[src/design/sais_pkg.sv]
// Shared types and constants for the serial ADC interface sequencer.
// No dependencies.
package sais_pkg;

    localparam int CODE_BITS   = 5;
    localparam int RESULT_BITS = 11;
    localparam int VALUE_W     = 11;
    localparam int CNT_W       = 5;
    localparam int ACQ_W       = 4;
    localparam int CONV_W      = 5;
    localparam int CFG_IDX_W   = 2;
    localparam int CFG_DATA_W  = 5;

    localparam logic [1:0] MODE_TICK    = 2'd0;
    localparam logic [1:0] MODE_SELECT  = 2'd1;
    localparam logic [1:0] MODE_CONVERT = 2'd2;

    localparam logic [CFG_IDX_W-1:0] CFG_ACQUIRE = 2'd0;
    localparam logic [CFG_IDX_W-1:0] CFG_CONVERT = 2'd1;

    typedef enum logic [2:0] {
        PH_IDLE   = 3'd0,
        PH_SHIFT  = 3'd1,
        PH_ACQ    = 3'd2,
        PH_CONV   = 3'd3,
        PH_HALF   = 3'd4,
        PH_READ   = 3'd5,
        PH_FINISH = 3'd6
    } t_phase;

    typedef struct packed {
        t_phase                 phase;
        logic [CNT_W-1:0]       bit_count;
        logic                   half_low;
        logic [CODE_BITS-1:0]   code_shift;
        logic                   is_conversion;
        logic [RESULT_BITS-1:0] data_shift;
        logic                   clock_level;
        logic                   select_level;
        logic                   data_level;
    } t_state;

    typedef struct packed {
        logic               sclk;
        logic               cs_n;
        logic               din;
        logic               busy_res;
        logic               start_rejected;
        logic               value_valid;
        logic [VALUE_W-1:0] value;
    } t_result;

endpackage

[src/design/sais_step.sv]
// Next-state and result logic for one request of the ADC sequencer.
// Depends on sais_pkg.
module sais_step (
    input  sais_pkg::t_state                    i_state,
    input  logic [sais_pkg::ACQ_W-1:0]          i_acquire_clocks,
    input  logic [sais_pkg::CONV_W-1:0]         i_convert_clocks,
    input  logic [1:0]                          i_mode,
    input  logic [sais_pkg::CODE_BITS-1:0]      i_code,
    input  logic                                i_dout_level,
    output sais_pkg::t_state                    o_state,
    output sais_pkg::t_result                   o_result
);

    sais_pkg::t_state            s;
    logic [sais_pkg::CNT_W-1:0]  bc_inc;
    logic [sais_pkg::CNT_W-1:0]  limit;
    logic                        rejected;
    logic                        valid;
    logic [sais_pkg::VALUE_W-1:0] word;

    assign bc_inc = i_state.bit_count + sais_pkg::CNT_W'(1);
    assign limit  = (i_state.phase == sais_pkg::PH_ACQ)
                  ? sais_pkg::CNT_W'(i_acquire_clocks) : sais_pkg::CNT_W'(i_convert_clocks);

    always_comb begin
        s        = i_state;
        rejected = 1'b0;
        valid    = 1'b0;
        word     = '0;
        if (i_mode == sais_pkg::MODE_SELECT || i_mode == sais_pkg::MODE_CONVERT) begin
            if (i_state.phase != sais_pkg::PH_IDLE) begin
                rejected = 1'b1;
            end else begin
                s.clock_level   = 1'b1;
                s.select_level  = 1'b0;
                s.code_shift    = i_code;
                s.bit_count     = '0;
                s.half_low      = 1'b0;
                s.data_shift    = '0;
                s.is_conversion = (i_mode == sais_pkg::MODE_CONVERT);
                s.phase         = sais_pkg::PH_SHIFT;
            end
        end else if (i_mode == sais_pkg::MODE_TICK) begin
            unique case (i_state.phase)
                sais_pkg::PH_IDLE: begin
                end
                sais_pkg::PH_SHIFT: begin
                    if (!i_state.half_low) begin
                        s.clock_level = 1'b0;
                        s.data_level  = i_state.code_shift[0];
                        s.half_low    = 1'b1;
                    end else begin
                        s.clock_level = 1'b1;
                        s.half_low    = 1'b0;
                        s.code_shift  = i_state.code_shift >> 1;
                        s.bit_count   = bc_inc;
                        if (bc_inc >= sais_pkg::CNT_W'(sais_pkg::CODE_BITS)) begin
                            s.bit_count = '0;
                            if (i_state.is_conversion) begin
                                s.phase = sais_pkg::PH_ACQ;
                            end else begin
                                s.select_level = 1'b1;
                                s.phase        = sais_pkg::PH_IDLE;
                            end
                        end
                    end
                end
                sais_pkg::PH_ACQ, sais_pkg::PH_CONV: begin
                    // idle clock periods; count on the rising half
                    if (!i_state.half_low) begin
                        s.clock_level = 1'b0;
                        s.half_low    = 1'b1;
                    end else begin
                        s.clock_level = 1'b1;
                        s.half_low    = 1'b0;
                        s.bit_count   = bc_inc;
                        if (bc_inc >= limit) begin
                            s.bit_count = '0;
                            s.phase = (i_state.phase == sais_pkg::PH_ACQ)
                                    ? sais_pkg::PH_CONV : sais_pkg::PH_HALF;
                        end
                    end
                end
                sais_pkg::PH_HALF: begin
                    s.clock_level = 1'b0;
                    s.bit_count   = '0;
                    s.half_low    = 1'b0;
                    s.phase       = sais_pkg::PH_READ;
                end
                sais_pkg::PH_READ: begin
                    if (!i_state.half_low) begin
                        s.clock_level = 1'b1;
                        for (int i = 0; i < sais_pkg::RESULT_BITS; i++) begin
                            s.data_shift[i] = i_state.data_shift[i]
                                | (i_dout_level && i_state.bit_count == sais_pkg::CNT_W'(i));
                        end
                        s.bit_count = bc_inc;
                        s.half_low  = 1'b1;
                    end else begin
                        s.clock_level = 1'b0;
                        s.half_low    = 1'b0;
                        if (i_state.bit_count >= sais_pkg::CNT_W'(sais_pkg::RESULT_BITS)) begin
                            s.bit_count = '0;
                            s.phase     = sais_pkg::PH_FINISH;
                        end
                    end
                end
                sais_pkg::PH_FINISH: begin
                    s.clock_level  = 1'b1;
                    s.select_level = 1'b1;
                    valid          = 1'b1;
                    word           = sais_pkg::VALUE_W'(i_state.data_shift);
                    s.phase        = sais_pkg::PH_IDLE;
                end
                default: begin
                    s.phase = sais_pkg::PH_IDLE;
                end
            endcase
        end
    end

    assign o_state                 = s;
    assign o_result.sclk           = s.clock_level;
    assign o_result.cs_n           = s.select_level;
    assign o_result.din            = s.data_level;
    assign o_result.busy_res       = (s.phase != sais_pkg::PH_IDLE);
    assign o_result.start_rejected = rejected;
    assign o_result.value_valid    = valid;
    assign o_result.value          = word;

endmodule

[src/design/sais_state.sv]
// Sequencer state and configuration registers around the step logic.
// Depends on sais_pkg and sais_step.
module sais_state (
    input  logic                                i_clk,
    input  logic                                i_rst_n,
    input  logic                                i_fire,
    input  logic [1:0]                          i_mode,
    input  logic [sais_pkg::CODE_BITS-1:0]      i_code,
    input  logic                                i_dout_level,
    input  logic                                i_cfg_we,
    input  logic [sais_pkg::CFG_IDX_W-1:0]      i_cfg_index,
    input  logic [sais_pkg::CFG_DATA_W-1:0]     i_cfg_data,
    output sais_pkg::t_result                   o_result
);

    sais_pkg::t_state                r_state;
    sais_pkg::t_state                n_state;
    logic [sais_pkg::ACQ_W-1:0]      r_acquire_clocks;
    logic [sais_pkg::CONV_W-1:0]     r_convert_clocks;

    sais_step u_step (
        .i_state          (r_state),
        .i_acquire_clocks (r_acquire_clocks),
        .i_convert_clocks (r_convert_clocks),
        .i_mode           (i_mode),
        .i_code           (i_code),
        .i_dout_level     (i_dout_level),
        .o_state          (n_state),
        .o_result         (o_result)
    );

    always_ff @(posedge i_clk) begin
        if (!i_rst_n) begin
            r_state.phase         <= sais_pkg::PH_IDLE;
            r_state.bit_count     <= '0;
            r_state.half_low      <= 1'b0;
            r_state.code_shift    <= '0;
            r_state.is_conversion <= 1'b0;
            r_state.data_shift    <= '0;
            r_state.clock_level   <= 1'b1;
            r_state.select_level  <= 1'b1;
            r_state.data_level    <= 1'b1;
        end else if (i_fire) begin
            r_state <= n_state;
        end
    end

    always_ff @(posedge i_clk) begin
        if (!i_rst_n) begin
            r_acquire_clocks <= sais_pkg::ACQ_W'(4);
            r_convert_clocks <= sais_pkg::CONV_W'(12);
        end else if (i_cfg_we) begin
            unique case (i_cfg_index)
                sais_pkg::CFG_ACQUIRE: r_acquire_clocks <= i_cfg_data[sais_pkg::ACQ_W-1:0];
                sais_pkg::CFG_CONVERT: r_convert_clocks <= i_cfg_data[sais_pkg::CONV_W-1:0];
                default: begin
                end
            endcase
        end
    end

endmodule

[src/design/serial_adc_interface_sequencer_top.sv]
// Serial ADC sequencer: one request per unstalled cycle, input register -> step -> result register.
// An accepted request waits in the input register, then is stepped into the result register.
// Throughput: one request per cycle; an output stall holds the result and stops intake.
// Reset (synchronous, active low): idle, clock/select/data lines high, registers 4 and 12.
// Depends on sais_pkg and sais_state.
module serial_adc_interface_sequencer_top (
    input  logic                                i_clk,
    input  logic                                i_rst_n,
    input  logic                                i_cfg_we,
    input  logic [sais_pkg::CFG_IDX_W-1:0]      i_cfg_index,
    input  logic [sais_pkg::CFG_DATA_W-1:0]     i_cfg_data,
    input  logic                                i_valid,
    output logic                                o_ready,
    input  logic [1:0]                          i_mode,
    input  logic [sais_pkg::CODE_BITS-1:0]      i_code,
    input  logic                                i_dout_level,
    output logic                                o_valid,
    input  logic                                i_ready,
    output logic                                o_sclk,
    output logic                                o_cs_n,
    output logic                                o_din,
    output logic                                o_busy_res,
    output logic                                o_start_rejected,
    output logic                                o_value_valid,
    output logic [sais_pkg::VALUE_W-1:0]        o_value
);

    logic                             r_in_valid;
    logic [1:0]                       r_mode;
    logic [sais_pkg::CODE_BITS-1:0]   r_code;
    logic                             r_dout_level;
    logic                             r_out_valid;
    sais_pkg::t_result                r_result;
    sais_pkg::t_result                n_result;
    logic                             fire;

    // step runs when a request is held and the result slot is free or draining
    assign fire    = r_in_valid && (!r_out_valid || i_ready);
    assign o_ready = !r_in_valid || fire;

    always_ff @(posedge i_clk) begin
        if (!i_rst_n) begin
            r_in_valid <= 1'b0;
        end else if (o_ready) begin
            r_in_valid <= i_valid;
        end
    end

    always_ff @(posedge i_clk) begin
        if (o_ready && i_valid) begin
            r_mode       <= i_mode;
            r_code       <= i_code;
            r_dout_level <= i_dout_level;
        end
    end

    sais_state u_state (
        .i_clk        (i_clk),
        .i_rst_n      (i_rst_n),
        .i_fire       (fire),
        .i_mode       (r_mode),
        .i_code       (r_code),
        .i_dout_level (r_dout_level),
        .i_cfg_we     (i_cfg_we),
        .i_cfg_index  (i_cfg_index),
        .i_cfg_data   (i_cfg_data),
        .o_result     (n_result)
    );

    always_ff @(posedge i_clk) begin
        if (!i_rst_n) begin
            r_out_valid <= 1'b0;
        end else if (fire) begin
            r_out_valid <= 1'b1;
        end else if (i_ready) begin
            r_out_valid <= 1'b0;
        end
    end

    always_ff @(posedge i_clk) begin
        if (fire) begin
            r_result <= n_result;
        end
    end

    assign o_valid          = r_out_valid;
    assign o_sclk           = r_result.sclk;
    assign o_cs_n           = r_result.cs_n;
    assign o_din            = r_result.din;
    assign o_busy_res       = r_result.busy_res;
    assign o_start_rejected = r_result.start_rejected;
    assign o_value_valid    = r_result.value_valid;
    assign o_value          = r_result.value;

endmodule

[config.mk]
export PLATFORM = sky130hd
export DESIGN_NAME = serial_adc_interface_sequencer_top
export DESIGN_NICKNAME = d
export VERILOG_FILES = /design/src/design/sais_pkg.sv /design/src/design/sais_step.sv /design/src/design/sais_state.sv /design/src/design/serial_adc_interface_sequencer_top.sv
export SDC_FILE = /design/constraint.sdc
export NUM_CORES = 1
export LEC_CHECK = 0
export ABC_AREA = 1
export BUFFER_PORTS_ARGS = -buffer_cell sky130_fd_sc_hd__buf_2
export CAP_MARGIN = 30
export CELL_PAD_IN_SITES_DETAIL_PLACEMENT = 1
export CELL_PAD_IN_SITES_GLOBAL_PLACEMENT = 1
export CORE_ASPECT_RATIO = 0.5
export CORE_MARGIN = 2
export CORE_UTILIZATION = 47
export DETAILED_ROUTE_END_ITERATION = 12
export PLACE_DENSITY = 0.88
export SETUP_SLACK_MARGIN = 0.2
export SYNTH_ARGS = -nofsm -noshare
export SYNTH_HDL_FRONTEND = slang
export SYNTH_SLANG_ARGS = --single-unit
export TNS_END_PERCENT = 100
[constraint.sdc]
create_clock -name i_clk -period 5.1 [get_ports i_clk]
set_clock_uncertainty 0.05 [all_clocks]
set_input_delay 0.765 -clock i_clk [delete_from_list [all_inputs] [get_ports i_clk]]
set_output_delay 0.765 -clock i_clk [all_outputs]
set_load 0.02 [all_outputs]
==> results of run 1 <==
==> synthesized netlist by cell type (all sizes together), types with 3 or more instances <==
master	number	area (µm²)
nand2	70	303
nor2	49	221
nand4	11	68.8
ha	11	138
a21oi	32	171
inv	56	210
o21ai	22	114
a221oi	4	35.0
clkbuf	3	11.3
edfxtp	25	751
dfxtp	40	801
nand3	27	170
nor3	6	68.8
buf	5	27.5
==> sequential cells by signal, indices dropped and copies added, names as in the netlist <==
register	cells
u_state.r_state	29
o_value	11
r_code	5
u_state.r_convert_clocks	5
u_state.r_acquire_clocks	4
r_mode	2
o_busy_res	1
o_cs_n	1
o_din	1
o_sclk	1
o_start_rejected	1
o_valid	1
o_value_valid	1
r_dout_level	1
r_in_valid	1
==> critical path, delay by kind of cell, from the launching register on <==
kind	cells	cell delay, ps
AND/OR/NAND/NOR	11	930
XOR/XNOR	1	250
adder cells (fa/ha/maj)	2	590
buffers and inverters	2	190
AO/OA/AOI/OAI	1	150
flip-flops	1	500
==> kinds of logic (layout without fill, tap and decap cells) <==
kind of cell	Yosys count	count (layout)	share of synthesized area, %
xor gates and xnor gates	1	1	0.273
buffers and inverters	65	111	8.29
and+or+nand+nor	164	164	26.1
muxes	3	3	0.973
adders and majority gates	11	11	4.28
AOI/OAI and AO/OA	64	64	11.8
DFF	65	65	48.3
==> power groups by stage <==
stage | sequential [mW] | clock (mW) | combinational [mW]
6_report | 0.577 | 0.658 | 0.136
5_1_grt | 0.579 | 0.692 | 0.151
4_1_cts | 0.577 | 0.672 | 0.136
3_5_place_dp | 0.587 | 0 | 0.134
3_3_place_gp | 0.586 | 0 | 0.127
2_1_floorplan | 0.591 | 0 | 0.0904
==> metal layers <==
layer  up-vias  routed length [µm]
li1       1317                   -
met1      1353                3600
met2        78                4110
met3        14                 482
met4         0                 177
met5         -                   0
==> cells in the final DEF (no fill, tap or decap), types with 4 or more instances in the layout <==
cell type / netlist / layout
dfxtp_1: 40 / 40
nor2_1: 42 / 42
inv_2: 11 / 11
ha_1: 11 / 11
nand3_1: 23 / 23
nand2_1: 60 / 60
a221oi_1: 4 / 4
nor2_4: 4 / 4
nand2_2: 7 / 7
o21ai_0: 18 / 18
nand4_1: 11 / 11
inv_1: 45 / 45
clkbuf_16: 0 / 10
edfxtp_1: 25 / 25
buf_2: 4 / 38
a21oi_1: 31 / 31
==> how the worst min path moves through the flow <==
stage | startpoint | end | slack, ps | cells past startpoint
2_1_floorplan | u_state.r_acquire_clocks[2]$_SDFFE_PN1P_ | u_state.r_acquire_clocks[2]$_SDFFE_PN1P_ | 380 | 2
3_3_place_gp | u_state.r_acquire_clocks[2]$_SDFFE_PN1P_ | u_state.r_acquire_clocks[2]$_SDFFE_PN1P_ | 390 | 2
3_5_place_dp | u_state.r_state[13]$_SDFFE_PN0P_ | u_state.r_state[13]$_SDFFE_PN0P_ | 410 | 2
4_1_cts | u_state.r_state[12]$_SDFFE_PN0P_ | u_state.r_state[12]$_SDFFE_PN0P_ | 420 | 2
5_1_grt | u_state.r_state[7]$_SDFFE_PN0P_ | u_state.r_state[7]$_SDFFE_PN0P_ | 450 | 2
6_report | u_state.r_state[4]$_SDFFE_PN0P_ | u_state.r_state[4]$_SDFFE_PN0P_ | 420 | 2
==> cell type report <==
type,instances,area share (%)
clock buffer,12,7.30
clock inverter,4,1.25
inverter,57,5.98
multi-input combinational,243,36.7
sequential,65,40.8
tap,92,3.02
timing repair buffer,38,5.00
==> per-stage QoR <==
step / setup WS (ps) / instance area, µm²
6_report: 2190 / 3810
5_1_grt: 2000 / 3810
4_1_cts: 2200 / 3810
3_5_place_dp: 2260 / 3480
3_3_place_gp: 2390 / 3480
2_1_floorplan: 2630 / 3210
==> impl_metrics.tcl, run 1 <==
set metrics [dict create \
    status "complete, no violations" \
    critPathLaunchType "flip-flop" \
    port_buffers 38 \
    final_util_pct 57.3 \
    worstSetupEndpointType "flip-flop" \
    ys_dominant_reg_cell "dfxtp_1" \
    ant_nets 0 \
    slew_violations 0 \
    synth_edf_count 25 \
    grt_first_pass_wirelength_mm 14.2 \
    avgSynthCellArea_um2 8.62 \
    place_inst 495 \
    r2r_start "u_state.r_state[21]$_SDFFE_PN0P_" \
    cts_sinks 65 \
    reg2reg_depth 17 \
    min_period_over_period_pct 57.1 \
    slowest_stage "dfxtp_1" \
    viasPerCell 5.41 \
    power_frac_clock_pct 48.0 \
    yosysSeqAreaShare_pct 48.3 \
    die_height_um 62.5 \
    wl_mm 8.38 \
    overflow 0 \
    netlist_area_um2 3210 \
    clk_path_buf_depth 2 \
    die_x_um 121 \
    p_per_area_nw_per_um2 360 \
    drcViolationCount 0 \
    initial_utilization_pct 48.4 \
    cp_data_required_time_ps 5150 \
    insertion_delay_ps 340 \
    max_cap_violations 0 \
    worstMarginPinSlew_ps 739 \
    hold_path.class "flip-flop to flip-flop" \
    period_needed_ps 2910 \
    leakage_nw 1.60 \
    diodes 0 \
    cp_data_arrival_time_ps 2960 \
    p_sw_mw 0.334 \
    syn_nets 404 \
    yosys_warnings 0 \
    antenna_found_initial 0 \
    globalRouteMet3Util_pct 8.39 \
    use_met1_pct 29.7 \
    clkTransAtPathRegs_ps 50 \
    ys_types 38 \
    tritoncts "built" \
    post_cts_resized 0 \
    rsz0062_at_grt "false" \
    drt-initial-drc-count 159 \
    endpoint "o_busy_res$_DFFE_PP_" \
    synthToLayoutAreaGrowth_pct 18.4 \
    internal_power_mw 1.04 \
    first_global_vias 2873 \
    clockRootBuffer "clkbuf_16" \
    regArea_um2 1550 \
    gr-usage-met2_pct 41.3 \
    fin_nets 445 \
    grtUsageTotal_pct 25.0 \
    timing.rr.end "o_busy_res$_DFFE_PP_" \
    power.total_mw 1.37 \
    core_area_um2 6650 \
    fill_cells 809 \
    layout-drive-gt1-share_pct 23.2 \
    rrSetupSlack_ps 2190 \
    combinationalPowerShare_pct 9.9 \
    wl_per_cell_um 16.4 \
    tns_ps 0 \
    max_clock_freq_ghz 0.343 \
    hpwl_mm 5.92 \
    peakVddDrop_mv 0.305 \
    fin_hold_ws_ps 419 \
    syn_inst 373 \
    dieArea_um2 7560 \
    ys_seq_elements 65 \
    post-cts-setup-buffer-count 0 \
    swShare_pct 24.3 \
    p_seq_share_pct 42.1 \
    max-slew-margin-rel_pct 50.4 \
    rows 21 \
    grt_max_degree 26 \
    path_cells "ha_1, nand2_1, inv_2, nand2_1, xor2_1, inv_1, ha_1, a21boi_1, nand2_1, nand2_2, nand3_1, nand2_1, nand3_1, nand2_1, nand2_1, nor2_1, nand2_1" \
    crit_path_frequent_cell "nand2_1" \
    vias 2762 \
    io_pins 39 \
    hold_viol_final 0 \
    firstDrtPassIters 4 \
    finalNonFillerCells 511 \
    top_usage_layer "met2" \
    postCtsHoldBufs 0 \
    cts_buffers 9 \
    crit_type "flip-flop to flip-flop" \
    htreeDepth 3 \
    place.gp.congestion 0.894 \
    max_stage_delay_ps 500 \
    multi_input_area_um2 1400 \
    worst-path-max-fanout 7 \
    async_flop_share_pct 0 \
    setup_violations 0 \
    startpoint "u_state.r_state[21]$_SDFFE_PN0P_" \
]
No activity file was read; power rests on OpenSTA's default activity.
==> inputs of run 2 (changes only) <==
- CORE_UTILIZATION: 47 -> 39
- PLACE_DENSITY: 0.88 -> 0.79
- clock period: 5.1 -> 2.65 ns (I/O delays scaled with it)
==> run 2 against run 1 <==
Effect of this change: clock power increased by 73%; final cell count grew 7.8%; setup slack worse by 1900 ps; die area increased by 19%; total power grew 85%; sequential power is 91% higher; core utilization decreased by 6.7 points; register-to-register slack worse by 1900 ps; critical path depth is the same; fmax up 22%; via count fell by 2.3%; critical path type unchanged; critical endpoint unchanged; largest cell class unchanged; largest power group unchanged.
==> impl_metrics.tcl, run 2 (synthesis gave the netlist of run 1 again) <==
set metrics [dict create \
    final_util_pct 50.5 \
    max-slew-margin-rel_pct 62.7 \
    leakage_nw 1.68 \
    fill_cells 990 \
    critPathBufInv 2 \
    clk_path_buf_depth 2 \
    grt_max_degree 26 \
    critPathLaunchType "flip-flop" \
    drt-initial-drc-count 137 \
    worst-path-max-fanout 6 \
    place.gp.congestion 0.893 \
    cts_buffers 9 \
    layout_setup_ws_ps 265 \
    port_buffers 38 \
    firstDrtPassIters 5 \
    hold_path.class "input port to flip-flop" \
    min_period_over_period_pct 90.0 \
    r2r_start "u_state.r_state[22]$_SDFFE_PN0P_" \
    hpwl_mm 5.58 \
    path_depth 17 \
    rows 23 \
    dieArea_um2 9030 \
    worstMarginPinSlew_ps 559 \
    grtUsageTotal_pct 17.8 \
    ant_nets 0 \
    clkTransAtPathRegs_ps 50 \
    setup_violations 0 \
    endpoint "o_busy_res$_DFFE_PP_" \
    rsz0062_at_grt "true" \
    top_register "u_state.r_state" \
    core_area_um2 8000 \
    reg2reg_depth 17 \
    vias 2698 \
    slowest_stage "dfxtp_4" \
    wl_per_cell_um 14.4 \
    cp_data_arrival_time_ps 2420 \
    startpoint "u_state.r_state[22]$_SDFFE_PN0P_" \
    layout_common_cells "58 x nand2_1, 44 x inv_1, 42 x nor2_1" \
    insertion_delay_ps 330 \
    overflow 0 \
    clockRootBuffer "clkbuf_16" \
    die_x_um 132 \
    period_needed_ps 2390 \
    layout-drive-gt1-share_pct 29.6 \
    postCtsHoldBufs 0 \
    max_clock_freq_ghz 0.419 \
    io_pins 39 \
    first_global_vias 2560 \
    hold_viol_final 0 \
    synthToLayoutAreaGrowth_pct 25.8 \
    post_dp_cell_area_um2 3580 \
    cts_sinks 65 \
    layout_commonest_cell "nand2_1" \
    rrSetupSlack_ps 260 \
    max_stage_delay_ps 390 \
    fin_area_um2 4040 \
    worstSetupEndpointType "flip-flop" \
    cp_data_required_time_ps 2680 \
    crit_path_frequent_cell "nand2_1" \
    slew_violations 0 \
    drcViolationCount 0 \
    wl_mm 7.92 \
    peakVddDrop_mv 0.322 \
    antenna_found_initial 0 \
    grt_first_pass_wirelength_mm 12.4 \
    diodes 0 \
    tns_ps 0 \
    die_height_um 68.2 \
    fin_hold_ws_ps 197 \
    fin_nets 465 \
    crit_type "flip-flop to flip-flop" \
    max_cap_violations 0 \
    path_cells "ha_4, nand2_2, inv_2, nand2_2, xor2_2, inv_2, ha_4, a21boi_2, nand2_1, nand2_2, nand3_2, nand2_1, nand3_1, nand2_1, nand2_1, nor2_1, nand2_1" \
    min_from "i_code[2]" \
    tritoncts "built" \
    viasPerCell 4.90 \
    initial_utilization_pct 40.2 \
    largest_reg_flops 29 \
    cp_top_family "simple AND/OR/NAND/NOR gates" \
    p_per_area_nw_per_um2 626 \
    place_ws_ps 22.7 \
    htreeDepth 3 \
    status "complete, no violations" \
    timing.rr.end "o_busy_res$_DFFE_PP_" \
]
run 2: cell types whose count changed in the layout (fill, tap and decap cells not counted), moves of 3 or more:
cell     delta
buf_4      +19
dfxtp_1     -5
dfxtp_4     +3
ha_1        -3
ha_4        +3
run 2: per-layer routing:
metal | vias to the layer above | global-route usage, % | wire (µm)
li1 | 1359 | - | -
met5 | - | 0 | 0
met1 | 1281 | 22.4 | 3910
met3 | 8 | 4.81 | 270
met2 | 50 | 30.4 | 3660
met4 | 0 | 5.78 | 82
run 2: worst min path at each step:
stage                                                    end  depth (start not counted)  slack [ps]
finish                                   r_code[2]$_DFFE_PP_                          1         200
CTS                                      r_mode[1]$_DFFE_PP_                          1         180
global route                             r_code[2]$_DFFE_PP_                          1         190
detailed placement           u_state.r_state[1]$_SDFFE_PN1P_                          2         400
global placement             u_state.r_state[7]$_SDFFE_PN0P_                          2         400
floorplan           u_state.r_acquire_clocks[2]$_SDFFE_PN1P_                          2         380
run 2: where the power goes:
part / total (mW) / switching [mW] / internal, mW
logic: 0.288 / 0.186 / 0.101
clock network: 1.14 / 0.394 / 0.745
registers: 1.10 / 0.0238 / 1.08
total: 2.53 / 0.605 / 1.93
run 2: metrics by stage:
step	std cells	power (mW)
global route	551	2.64
global placement	525	1.39
detailed placement	525	1.40
floorplan	373	1.31
CTS	543	2.54
finish	551	2.53
run 2: worst reg2reg max path: stages, from the launching register on:
cell,delay [ps]
dfxtp_4,390
ha_4,160
nand2_2,50
inv_2,70
nand2_2,60
xor2_2,180
inv_2,80
ha_4,250
a21boi_2,140
nand2_1,80
nand2_2,110
nand3_2,80
nand2_1,90
nand3_1,60
nand2_1,80
nand2_1,60
nor2_1,110
nand2_1,50
run 2: layout make-up:
type / instances / area, µm² / area share (%)
Clock buffer: 12 / 246 / 6.10
Clock inverter: 4 / 42.5 / 1.05
Inverter: 57 / 235 / 5.82
Multi-Input combinational cell: 243 / 1470 / 36.4
Sequential cell: 65 / 1570 / 38.7
Tap cell: 112 / 140 / 3.47
Timing Repair Buffer: 58 / 344 / 8.51
run 2: repair_timing:
| item | in CTS | in global routing |
|---|---|---|
| setup endpoints to repair | 5 | 5 |
| buffers inserted | 2 | 8 |
| resized for setup | 7 | 17 |
| cloned | 0 | 0 |
| pin swaps | 1 | 11 |
